**src/rtl/core/sha1bs_pkg.sv**
```systemverilog
`timescale 1ns / 1ps
// ============================================================================
// sha1bs_pkg
// Shared types and constants of the SHA-1 byte stream hasher: round
// constants, initial chaining values, field widths and action codes.
// ============================================================================

package sha1bs_pkg;

   typedef logic [31:0] word_type;

   // Field widths on the stream ports
   localparam int DATA_BYTE_W   = 8;
   localparam int WORD_INDEX_W  = 3;
   localparam int RSP_TDATA_W   = 40;
   localparam int CHAIN_WORDS   = 5;
   localparam int ROUNDS        = 80;
   localparam int COUNT_W       = 61;

   // Action codes carried on req_tuser
   localparam logic ACTION_ABSORB_C = 1'b0;
   localparam logic ACTION_FINISH_C = 1'b1;

   // Index of the final digest word
   localparam logic [WORD_INDEX_W-1:0] LAST_INDEX_C = 3'd4;

   // Padding marker byte
   localparam logic [DATA_BYTE_W-1:0] PAD_BYTE_C = 8'h80;

   // Round constants, one per group of twenty rounds
   localparam word_type K0_C = 32'h5a827999;
   localparam word_type K1_C = 32'h6ed9eba1;
   localparam word_type K2_C = 32'h8f1bbcdc;
   localparam word_type K3_C = 32'hca62c1d6;

   // Initial chaining values H0..H4
   localparam word_type H_INIT_C [CHAIN_WORDS] = '{
      32'h67452301, 32'hefcdab89, 32'h98badcfe, 32'h10325476, 32'hc3d2e1f0
   };

endpackage

```
**src/rtl/core/sha1_byte_stream_hasher_unit.sv**
```systemverilog
`timescale 1ns / 1ps
// ============================================================================
// sha1_byte_stream_hasher_unit
// Streaming SHA-1 hasher: absorbs one message byte per item and emits the
// five-word digest on a finish item.
// ============================================================================
//
// Usage:
//   req channel: req_tuser selects the action (absorb or finish), req_tdata
//   carries the message byte. req_tready is high only while the unit is idle.
//   rsp channel: five digest words, H0 first, with the word index beside the
//   word in rsp_tdata; rsp_tlast marks the fifth word.
// Sequencing:
//   Absorb items are taken while the unit is idle; a byte that completes a
//   64-byte block starts 80 rounds through the single round unit, one round
//   per cycle, plus one chaining update, and no item is taken meanwhile.
//   A finish item feeds padding and length bytes one per cycle up to the end
//   of the block, then the block is compressed; if 56 or more bytes were
//   pending a second block is padded and compressed as well. The five words
//   then follow, one per cycle while rsp_tready is high.
// Reset: synchronous, active high; restores the initial chaining values and
//   clears the byte count. After each digest the unit restarts the same way.
// Stall: while rsp_tready is low the current digest word holds and no new
//   request is taken.

module sha1_byte_stream_hasher_unit (
   input  logic                                clock,
   input  logic                                reset,
   // Request channel
   input  logic                                req_tvalid,
   output logic                                req_tready,
   input  logic [sha1bs_pkg::DATA_BYTE_W-1:0]  req_tdata,  // [7:0] data_byte
   input  logic                                req_tuser,  // [0] action
   // Response channel
   output logic                                rsp_tvalid,
   input  logic                                rsp_tready,
   output logic [sha1bs_pkg::RSP_TDATA_W-1:0]  rsp_tdata,  // [31:0] digest_word,
                                                           // [34:32] word_index
   output logic                                rsp_tlast   // last_word
);

   typedef enum logic [2:0] {
      ST_IDLE,
      ST_PAD,
      ST_ROUND,
      ST_UPDATE,
      ST_EMIT
   } state_type;

   typedef sha1bs_pkg::word_type word_type;

   // Control registers
   state_type                                state_ff, state_in;
   logic [5:0]                               fill_ff, fill_in;
   logic [sha1bs_pkg::COUNT_W-1:0]           count_ff, count_in;
   logic                                     pad_ff, pad_in;
   logic                                     zblk_ff, zblk_in;
   logic [6:0]                               rnd_ff, rnd_in;
   logic [sha1bs_pkg::WORD_INDEX_W-1:0]      idx_ff, idx_in;
   logic                                     out_valid_ff, out_valid_in;
   word_type                                 chain_ff [sha1bs_pkg::CHAIN_WORDS];
   word_type                                 chain_in [sha1bs_pkg::CHAIN_WORDS];

   // Payload registers
   logic [511:0]                             msg_ff, msg_in;
   word_type                                 a_ff, b_ff, c_ff, d_ff, e_ff;
   word_type                                 a_in, b_in, c_in, d_in, e_in;
   word_type                                 out_word_ff, out_word_in;

   // Datapath helpers
   logic                                     req_fire;
   logic                                     rsp_fire;
   logic [63:0]                              len_bits;
   logic [7:0]                               len_byte;
   logic [7:0]                               pad_byte;
   word_type                                 w_cur, w_new;
   word_type                                 f_val, k_val, t_val;
   word_type                                 chain_sum [sha1bs_pkg::CHAIN_WORDS];
   logic [sha1bs_pkg::WORD_INDEX_W-1:0]      idx_nxt;

   assign req_tready = (state_ff == ST_IDLE);
   assign req_fire   = req_tvalid & req_tready;
   assign rsp_fire   = out_valid_ff & rsp_tready;

   assign rsp_tvalid = out_valid_ff;
   assign rsp_tlast  = (idx_ff == sha1bs_pkg::LAST_INDEX_C);
   assign rsp_tdata  = {5'b00000, idx_ff, out_word_ff};

   // Pick the padding byte: length bytes fill the last eight slots of the
   // final block, everything else is zero
   assign len_bits = {count_ff, 3'b000};
   assign len_byte = len_bits[{~fill_ff[2:0], 3'b000} +: 8];
   assign pad_byte = (!zblk_ff && fill_ff[5:3] == 3'b111) ? len_byte : 8'h00;

   // Rolling schedule window: word 0 is the current word
   assign w_cur = msg_ff[511:480];
   always_comb begin
      word_type x;
      x     = msg_ff[95:64] ^ msg_ff[255:224] ^ msg_ff[447:416] ^ msg_ff[511:480];
      w_new = {x[30:0], x[31]};
   end

   // Round function and constant per group of twenty rounds
   always_comb begin
      priority if (rnd_ff < 7'd20) begin
         f_val = d_ff ^ (b_ff & (c_ff ^ d_ff));
         k_val = sha1bs_pkg::K0_C;
      end else if (rnd_ff < 7'd40) begin
         f_val = b_ff ^ c_ff ^ d_ff;
         k_val = sha1bs_pkg::K1_C;
      end else if (rnd_ff < 7'd60) begin
         f_val = (b_ff & c_ff) | (d_ff & (b_ff | c_ff));
         k_val = sha1bs_pkg::K2_C;
      end else begin
         f_val = b_ff ^ c_ff ^ d_ff;
         k_val = sha1bs_pkg::K3_C;
      end
   end

   assign t_val = {a_ff[26:0], a_ff[31:27]} + f_val + e_ff + w_cur + k_val;

   // Chaining update after the last round
   assign chain_sum[0] = chain_ff[0] + a_ff;
   assign chain_sum[1] = chain_ff[1] + b_ff;
   assign chain_sum[2] = chain_ff[2] + c_ff;
   assign chain_sum[3] = chain_ff[3] + d_ff;
   assign chain_sum[4] = chain_ff[4] + e_ff;

   assign idx_nxt = idx_ff + 3'd1;

   // Sequencer next-state logic
   always_comb begin
      state_in     = state_ff;
      fill_in      = fill_ff;
      count_in     = count_ff;
      pad_in       = pad_ff;
      zblk_in      = zblk_ff;
      rnd_in       = rnd_ff;
      idx_in       = idx_ff;
      out_valid_in = out_valid_ff;
      chain_in     = chain_ff;
      msg_in       = msg_ff;
      a_in         = a_ff;
      b_in         = b_ff;
      c_in         = c_ff;
      d_in         = d_ff;
      e_in         = e_ff;
      out_word_in  = out_word_ff;

      unique case (state_ff)
         ST_IDLE: begin
            if (req_fire) begin
               fill_in = fill_ff + 6'd1;
               if (req_tuser == sha1bs_pkg::ACTION_ABSORB_C) begin
                  // Absorb: shift the byte in and count it
                  msg_in   = {msg_ff[503:0], req_tdata};
                  count_in = count_ff + 61'd1;
               end else begin
                  // Finish: place the marker byte, note a full trailing block
                  msg_in  = {msg_ff[503:0], sha1bs_pkg::PAD_BYTE_C};
                  pad_in  = 1'b1;
                  zblk_in = (fill_ff[5:3] == 3'b111);
                  state_in = ST_PAD;
               end
               if (fill_ff == 6'd63) begin
                  state_in = ST_ROUND;
                  rnd_in   = 7'd0;
                  a_in     = chain_ff[0];
                  b_in     = chain_ff[1];
                  c_in     = chain_ff[2];
                  d_in     = chain_ff[3];
                  e_in     = chain_ff[4];
               end
            end
         end
         ST_PAD: begin
            // Feed one padding or length byte a cycle until the block fills
            msg_in  = {msg_ff[503:0], pad_byte};
            fill_in = fill_ff + 6'd1;
            if (fill_ff == 6'd63) begin
               state_in = ST_ROUND;
               rnd_in   = 7'd0;
               a_in     = chain_ff[0];
               b_in     = chain_ff[1];
               c_in     = chain_ff[2];
               d_in     = chain_ff[3];
               e_in     = chain_ff[4];
            end
         end
         ST_ROUND: begin
            // One compression round a cycle; advance the schedule window
            msg_in = {msg_ff[479:0], w_new};
            a_in   = t_val;
            b_in   = a_ff;
            c_in   = {b_ff[1:0], b_ff[31:2]};
            d_in   = c_ff;
            e_in   = d_ff;
            rnd_in = rnd_ff + 7'd1;
            if (rnd_ff == 7'(sha1bs_pkg::ROUNDS - 1)) begin
               state_in = ST_UPDATE;
            end
         end
         ST_UPDATE: begin
            chain_in = chain_sum;
            priority if (!pad_ff) begin
               state_in = ST_IDLE;
            end else if (zblk_ff) begin
               zblk_in  = 1'b0;
               state_in = ST_PAD;
            end else begin
               state_in     = ST_EMIT;
               idx_in       = '0;
               out_word_in  = chain_sum[0];
               out_valid_in = 1'b1;
            end
         end
         ST_EMIT: begin
            if (rsp_fire) begin
               if (idx_ff == sha1bs_pkg::LAST_INDEX_C) begin
                  // Last word taken: restart for a new message
                  out_valid_in = 1'b0;
                  chain_in     = sha1bs_pkg::H_INIT_C;
                  count_in     = '0;
                  pad_in       = 1'b0;
                  state_in     = ST_IDLE;
               end else begin
                  idx_in      = idx_nxt;
                  out_word_in = chain_ff[idx_nxt];
               end
            end
         end
         default: begin
            state_in = ST_IDLE;
         end
      endcase
   end

   // Hold state, control and registered outputs
   always_ff @(posedge clock) begin
      if (reset) begin
         state_ff     <= ST_IDLE;
         fill_ff      <= '0;
         count_ff     <= '0;
         pad_ff       <= 1'b0;
         zblk_ff      <= 1'b0;
         rnd_ff       <= '0;
         idx_ff       <= '0;
         out_valid_ff <= 1'b0;
         chain_ff     <= sha1bs_pkg::H_INIT_C;
      end else begin
         state_ff     <= state_in;
         fill_ff      <= fill_in;
         count_ff     <= count_in;
         pad_ff       <= pad_in;
         zblk_ff      <= zblk_in;
         rnd_ff       <= rnd_in;
         idx_ff       <= idx_in;
         out_valid_ff <= out_valid_in;
         chain_ff     <= chain_in;
      end
   end

   // Payload: block buffer / schedule window, working words, output word
   always_ff @(posedge clock) begin
      msg_ff      <= msg_in;
      a_ff        <= a_in;
      b_ff        <= b_in;
      c_ff        <= c_in;
      d_ff        <= d_in;
      e_ff        <= e_in;
      out_word_ff <= out_word_in;
   end

endmodule

```
**config.mk**
```make
export PLATFORM = sky130hd
export DESIGN_NAME = sha1_byte_stream_hasher_unit
export DESIGN_NICKNAME = d
export VERILOG_FILES = /design/src/rtl/core/sha1bs_pkg.sv /design/src/rtl/core/sha1_byte_stream_hasher_unit.sv
export SDC_FILE = /design/constraint.sdc
export NUM_CORES = 2
export LEC_CHECK = 0
export ABC_AREA = 1
export ABC_CLOCK_PERIOD_IN_PS = 14100
export CELL_PAD_IN_SITES_DETAIL_PLACEMENT = 0
export CELL_PAD_IN_SITES_GLOBAL_PLACEMENT = 1
export CORE_MARGIN = 5
export CORE_UTILIZATION = 40
export DETAILED_ROUTE_END_ITERATION = 6
export DONT_BUFFER_PORTS = 1
export PLACE_DENSITY_LB_ADDON = 0.1
export SLEW_MARGIN = 20
export SYNTH_ARGS = -nofsm -noshare
export SYNTH_HDL_FRONTEND = slang
export SYNTH_SLANG_ARGS = --single-unit
```
**constraint.sdc**
```tcl
create_clock -name clock -period 14.1 [get_ports clock]
set_clock_uncertainty 0.1 [all_clocks]
set_input_delay 0.705 -clock clock [delete_from_list [all_inputs] [get_ports clock]]
set_output_delay 0.705 -clock clock [all_outputs]
set_load 0.1 [all_outputs]
```
Word-level counts from Yosys, hierarchy flattened
Cells that the tools add are included.
{"block": "classes", "add_sub_neg": 13, "magnitude_cmp": 4, "n_eq_ne": 19, "shifts": 1, "muxes": 73, "bitwise_logic": 16, "reduce_logical": 17}
{"cell": "512-bit one-hot mux with 3 select lines", "n": 1}
{"cell": "32-bit two-way mux", "n": 21}
{"cell": "512-bit two-way mux", "n": 1}
{"cell": "32-bit one-hot mux with 3 select lines", "n": 5}
{"cell": "160-bit two-way mux", "n": 2}
{"cell": "160-bit one-hot mux with 2 select lines", "n": 1}
{"cell": "32-bit adder", "n": 9}
{"cell": "61-bit two-way mux", "n": 4}
{"cell": "32-bit XOR", "n": 7}
{"cell": "61-bit one-hot mux with 2 select lines", "n": 1}
{"cell": "32-bit bitwise AND", "n": 3}
{"cell": "32-bit binary-select mux with 3-bit select", "n": 1}
{"cell": "32-bit OR", "n": 2}
{"cell": "32-bit one-hot mux with 2 select lines", "n": 1}
{"cell": "64-bit by 7-bit indexed part select with 8-bit output", "n": 1}
{"cell": "61-bit by 1-bit adder with 61-bit output, second input constant", "n": 1}
{"cell": "3-bit two-way mux", "n": 13}
{"cell": "31-bit two-way mux", "n": 1}
{"cell": "7-bit one-hot mux with 3 select lines", "n": 1}
{"cell": "5-bit AND reduction", "n": 4}
{"cell": "8-bit two-way mux", "n": 2}
{"cell": "2-bit inequality test, second input constant", "n": 8}
{"cell": "3-bit one-hot mux with 5 select lines", "n": 1}
{"cell": "7-bit by 6-bit < comparator with 1-bit output, second input constant", "n": 2}
{"cell": "other kinds (30)", "n": 50}
{"block": "word_totals", "reg_bits": 947, "input_bits": 13, "out_inout_bits": 43, "wordCells": 163}

Depth between registers and ports, before layout
{"block": "depth", "ltp_word": 11, "mapped_depth": 27, "mapped_depth_nobuf": 26}

Worst setup path before layout
OpenSTA, ideal clock, no wires.
{"block": "synth_path", "path_kind": "register to register", "start": "register state_ff[2]", "end": "register msg_ff[0], enable pin", "arrival_ns": 10.864, "required_time_ns": 13.143, "setup_slack_ns": 2.279, "path_stages_with_launch": 7, "path_buffers": 0, "period_less_slack_ns": 11.821, "path_cell_list": "dfxtp_1 > inv_2 > nand2_2 > nor2_2 > nand2_1 > o21ai_0 > inv_1"}
{"block": "synth_via", "elab_chain_cells": 4}
{"item": "from (decl)", "line_no": "sha1_byte_stream_hasher_unit.sv:53", "rtl": "state_type state_ff, state_in;"}
{"item": "from (signal assigned)", "line_no": "sha1_byte_stream_hasher_unit.sv:251", "rtl": "state_ff <= state_in;"}
{"item": "3-bit zero test *", "line_no": "sha1_byte_stream_hasher_unit.sv:81", "rtl": "assign req_tready = (state_ff == ST_IDLE);"}
{"item": "named net req_tready", "line_no": "sha1_byte_stream_hasher_unit.sv:31", "rtl": "output logic req_tready,"}
{"item": "1-bit bitwise AND", "line_no": "sha1_byte_stream_hasher_unit.sv:82", "rtl": "assign req_fire = req_tvalid & req_tready;"}
{"item": "2-bit by 1-bit inequality test with 1-bit output (no line)"}
{"item": "2-bit AND reduction (no line) *"}
{"item": "to (signal assigned)", "line_no": "sha1_byte_stream_hasher_unit.sv:265", "rtl": "msg_ff <= msg_in;"}
{"item": "to (decl)", "line_no": "sha1_byte_stream_hasher_unit.sv:65", "rtl": "logic [511:0] msg_ff, msg_in;"}
Mark *: on every way through the listed nets, which the timed path passes. The rest lies on a longest branch.
A chain may end at the register's enable or synchronous reset.

Worst setup path after layout
{"block": "layout_path", "start": "register rnd_ff[3]", "end": "register a_ff[30] (data pin)"}
{"block": "layout_via", "elab_chain_cells": 9}
{"item": "from (decl)", "line_no": "sha1_byte_stream_hasher_unit.sv:58", "rtl": "logic [6:0] rnd_ff, rnd_in;"}
{"item": "from (signal assigned)", "line_no": "sha1_byte_stream_hasher_unit.sv:256", "rtl": "rnd_ff <= rnd_in;"}
{"item": "7-bit by 6-bit < comparator with 1-bit output", "line_no": "sha1_byte_stream_hasher_unit.sv:111", "rtl": "end else if (rnd_ff < 7'd60) begin"}
{"item": "32-bit two-way mux", "line_no": "sha1_byte_stream_hasher_unit.sv:111"}
{"item": "32-bit two-way mux", "line_no": "sha1_byte_stream_hasher_unit.sv:108", "rtl": "end else if (rnd_ff < 7'd40) begin"}
{"item": "32-bit two-way mux", "line_no": "sha1_byte_stream_hasher_unit.sv:105", "rtl": "priority if (rnd_ff < 7'd20) begin"}
{"item": "32-bit adder (3 in a row)", "line_no": "sha1_byte_stream_hasher_unit.sv:120", "rtl": "assign t_val = {a_ff[26:0], a_ff[31:27]} + f_val + e_ff + w_cur + k_val;"}
{"item": "32-bit adder *", "line_no": "sha1_byte_stream_hasher_unit.sv:120"}
{"item": "32-bit one-hot mux with 3 select lines *", "line_no": "sha1_byte_stream_hasher_unit.sv:150", "rtl": "unique case (state_ff)"}
{"item": "named net a_in[30]", "line_no": "sha1_byte_stream_hasher_unit.sv:67", "rtl": "word_type a_in, b_in, c_in, d_in, e_in;"}
{"item": "to (signal assigned)", "line_no": "sha1_byte_stream_hasher_unit.sv:266", "rtl": "a_ff <= a_in;"}
{"item": "to (decl)", "line_no": "sha1_byte_stream_hasher_unit.sv:66", "rtl": "word_type a_ff, b_ff, c_ff, d_ff, e_ff;"}
Marks and branches as above.

==> impl_metrics.env <==
export IMPL_synth_top_area_share_pct=35.36
export IMPL_ys_seq_area_share_pct=43.49
export IMPL_avgSynthCellArea_um2=7.667
export IMPL_antenna_found_initial=10
export IMPL_switching_share_pct=25.67
export IMPL_cpMaxStageDelayCell="fa_1"
export IMPL_met1_usage_pct=40.35
export IMPL_powerDensity_mw_per_mm2=108.6
export IMPL_grt_overflow=0
export IMPL_critPathMaxFanout=17
export IMPL_synth_cells=7798
export IMPL_muxShareOfSynthArea_pct=0
export IMPL_synth_top_family_by_area="simple AND/OR/NAND/NOR gates"
export IMPL_grt_max_degree=247
export IMPL_synthAdderAreaFrac_pct=8.287
export IMPL_tightest_slew_ns=1.117
export IMPL_yosysTopAreaCell="edfxtp_1"
export IMPL_hold_violations=0
export IMPL_drt_iter0_drc=5221
export IMPL_pin_count=56
export IMPL_antenna_left=0
export IMPL_dieArea_mm2=0.1573
export IMPL_h_tree_depth=3
export IMPL_finalSetupTns_ns=0
export IMPL_ir_worst_vdd_v=0.0001138
export IMPL_routed_wirelength_um=235600
export IMPL_cts_tree="done"
export IMPL_yosys_cell_count_top_type="nand2_1"
export IMPL_dp_hpwl_um=176800
export IMPL_worstSetupStartpointType="register"
export IMPL_fmax_ghz=0.1666
export IMPL_period_minus_slack_ns=6.003
export IMPL_initial_core_util_pct=40.35
export IMPL_syn2layout_area_growth_pct=9.417
export IMPL_route_vias_total=52660
export IMPL_p_total_mw=7.103
export IMPL_p_comb_share_pct=7.4
export IMPL_critPathRequiredTime_ns=14.49
export IMPL_die_h_um=396.6
export IMPL_die_x_um=396.6
export IMPL_finalCritPeriodShare_pct=42.58
export IMPL_synth_compound_area_share_pct=13.37
export IMPL_dpl_worst_slack_ns=8.289
export IMPL_synth_cell_types=63
export IMPL_p_int_mw=5.279
export IMPL_gr_max_usage_layer="met2"
export IMPL_grt_use_met3_pct=4.004
export IMPL_fin_ws_ns=8.097
export IMPL_grt_pass1_wl_um=340600
export IMPL_clk_pin_slew_worst_paths_ns=0.07
export IMPL_synth_simple_gate_area_share_pct=23.79
export IMPL_synth_seq_cells=947
export IMPL_power_switching_mw=1.823
export IMPL_async_flop_share_pct=0
export IMPL_grt_util_all_layers_pct=29.19
export IMPL_met2_usage_pct=46.09
export IMPL_clk_latency_ns=0.78
export IMPL_synth_edf_count=704
export IMPL_grt_pass1_vias=49760
export IMPL_drcViolationCount=0
export IMPL_root_buffer="clkbuf_16"
export IMPL_routed_via_density=5.412
export IMPL_power_leakage_nw=28.10
export IMPL_timing_max_cap_violations=0
export IMPL_cts_num_sinks=947
export IMPL_seqPwrFrac_pct=49.4
export IMPL_core_area_mm2=0.1482
export IMPL_critical_path_arrival_ns=6.39
export IMPL_rsz0062_at_grt="no"
export IMPL_setup_viol=0
export IMPL_pwr_share_clk_pct=43.1
export IMPL_dpl_instance_area_mm2=0.06144
export IMPL_reg2regPathDepth=23
export IMPL_design_area_mm2=0.06542
export IMPL_worstPathCellList="nand2_2 -> nand2_1 -> nand2_1 -> nand2_2 -> inv_1 -> nor2_2 -> buf_4 -> inv_2 -> o22ai_1 -> nor2_1 -> fa_1 -> inv_1 -> fa_1 -> inv_1 -> ha_1 -> a21oi_1 -> o21ai_0 -> a21oi_1 -> nor2_1 -> nor2_1 -> nand3_1 -> nand3_1 -> nand2_1"
export IMPL_numCtsBuffers=112
export IMPL_wire_per_inst_um=24.22
export IMPL_syn_area_mm2=0.05979
export IMPL_io_buffers=0
export IMPL_holdPathStages=2
export IMPL_slew_headroom_pct=24.75
export IMPL_first_pass_iters=6
export IMPL_cp_slowest_stage_delay_ns=0.54
export IMPL_place_inst=9503
export IMPL_slew_viol_final=0
export IMPL_synth_area_leaders="edfxtp_1 (35%), nand2_1 (15%), dfxtp_1 (8.1%)"
export IMPL_worstSetupEndpointType="register"
export IMPL_post_cts_buffers=0
export IMPL_synth_flop_cell="edfxtp_1"
export IMPL_ys_top_cells_by_count="nand2_1 (2432), inv_1 (1120), o21ai_0 (833)"
export IMPL_hp_class="in -> reg"
export IMPL_drive_gt1_share_pct=3.851
export IMPL_critical_path_class="reg -> reg"
export IMPL_gp_congestion=0.9751
export IMPL_status="finished, final reports clean"
export IMPL_fin_cells=9729
export IMPL_final_net_count=8026
export IMPL_yosysWarnings=0
export IMPL_synth_xor_area_share_pct=1.773
export IMPL_cts_path_max_buffers=3
export IMPL_rows=141
[path summary, 6_finish.rpt]
path	endpoint	startpoint	slack, ns
setup / recovery	a_ff[30]$_DFFE_PP_	rnd_ff[3]$_SDFFE_PP0P_	8.10
hold / removal	msg_ff[3]$_DFFE_PP_	req_tdata[3]	0.08
setup reg to reg	a_ff[30]$_DFFE_PP_	rnd_ff[3]$_SDFFE_PP0P_	8.10
hold reg to reg	count_ff[26]$_SDFFE_PP0P_	count_ff[26]$_SDFFE_PP0P_	0.38
[worst max-delay path, delay by kind of cell (launching register included)]
family                   cells  cell delay (ns)
AO/OA/AOI/OAI                4             1.08
adder cells (fa/ha/maj)      3             1.39
buffers and inverters        5             0.75
flip-flops                   1             0.46
AND/OR/NAND/NOR             11             1.92
[cells by family (layout without fill, tap and decap cells)]
logic type	count (synthesis)	in the layout
and+or+nand+nor	3481	3481
AOI/OAI and AO/OA	1508	1508
buffers and inverters	1419	1407
DFF	947	947
adders and majority gates	321	321
xor gates and xnor gates	121	121
other	1	14
[area by class of cell]
class	count	area (um2)
inverter	1139	4300
fill	15230	82770
clock buffer	148	3092
clock inverter	64	744.5
antenna	9	22.52
timing repair buffer	56	555.5
sequential	947	26010
multi-input combinational	5436	28280
tap	1930	2415
[layer usage]
metal | wire length [um] | part of all wire, %
met5 | 0 | 0
met4 | 11770 | 5.0
met3 | 14530 | 6.2
met2 | 104600 | 44
met1 | 104700 | 44
[through the flow]
step           hold WS (ns)  utilization, %
2_1_floorplan        0.3434               -
3_3_place_gp         0.3641           41.46
3_5_place_dp         0.3671           41.46
4_1_cts            0.008892           44.13
5_1_grt             0.05660           44.13
6_report            0.07758           44.14
[power groups by stage]
stage	registers (mW)	logic (mW)	clock network, mW
finish	3.51	0.528	3.06
global route	3.54	0.600	3.25
CTS	3.52	0.537	3.13
detailed placement	3.57	0.514	0
global placement	3.57	0.508	0
floorplan	3.63	0.377	0
[flip-flops by register name (all words and copies together), names as in the netlist]
name,flops
b_ff,32
fill_ff,6
rnd_ff,7
chain_ff,160
c_ff,32
count_ff,61
a_ff,32
zblk_ff,1
idx_ff,3
rsp_tvalid,1
state_ff,3
pad_ff,1
d_ff,32
e_ff,32
msg_ff,512
out_word_ff,32
[repair_timing]
item | 4_1_cts | 5_1_grt
hold endpoints to repair | 89 | 0
hold buffers | 5 | 0
gates resized for setup | 0 | 0
[placed cells by master, fill, tap and decap left out, types with 8 or more instances in the layout]
cell type  netlist  final
nand4_1        108    108
and2_1          21     21
o21a_1           8      8
o21bai_1        31     31
o22ai_1         27     27
nand2_1       2432   2431
nand3b_1        25     25
dfxtp_1        243    242
buf_4           19     47
fa_1           125    125
clkbuf_8         0      9
ha_1           196    195
a211oi_1         9      9
inv_2           13     14
a31oi_1          8      8
xor2_1          62     62
a21oi_1        487    487
nor2_1         446    444
or2_2           22     22
diode_2          0      9
o21ai_1         14     14
a21o_1           8      8
clkinv_1         4     26
nor3_1          55     55
o21ai_0        833    833
bufinv_16        0     11
xnor2_1         59     59
o221ai_1        10     10
edfxtp_1       704    704
clkbuf_1       162     24
o211ai_1        28     28
a22oi_1         15     15
inv_1         1120   1117
nand3_1        330    330
clkbuf_16        0    115
clkinv_2         0     15
Power figures use the tool's default switching activity.
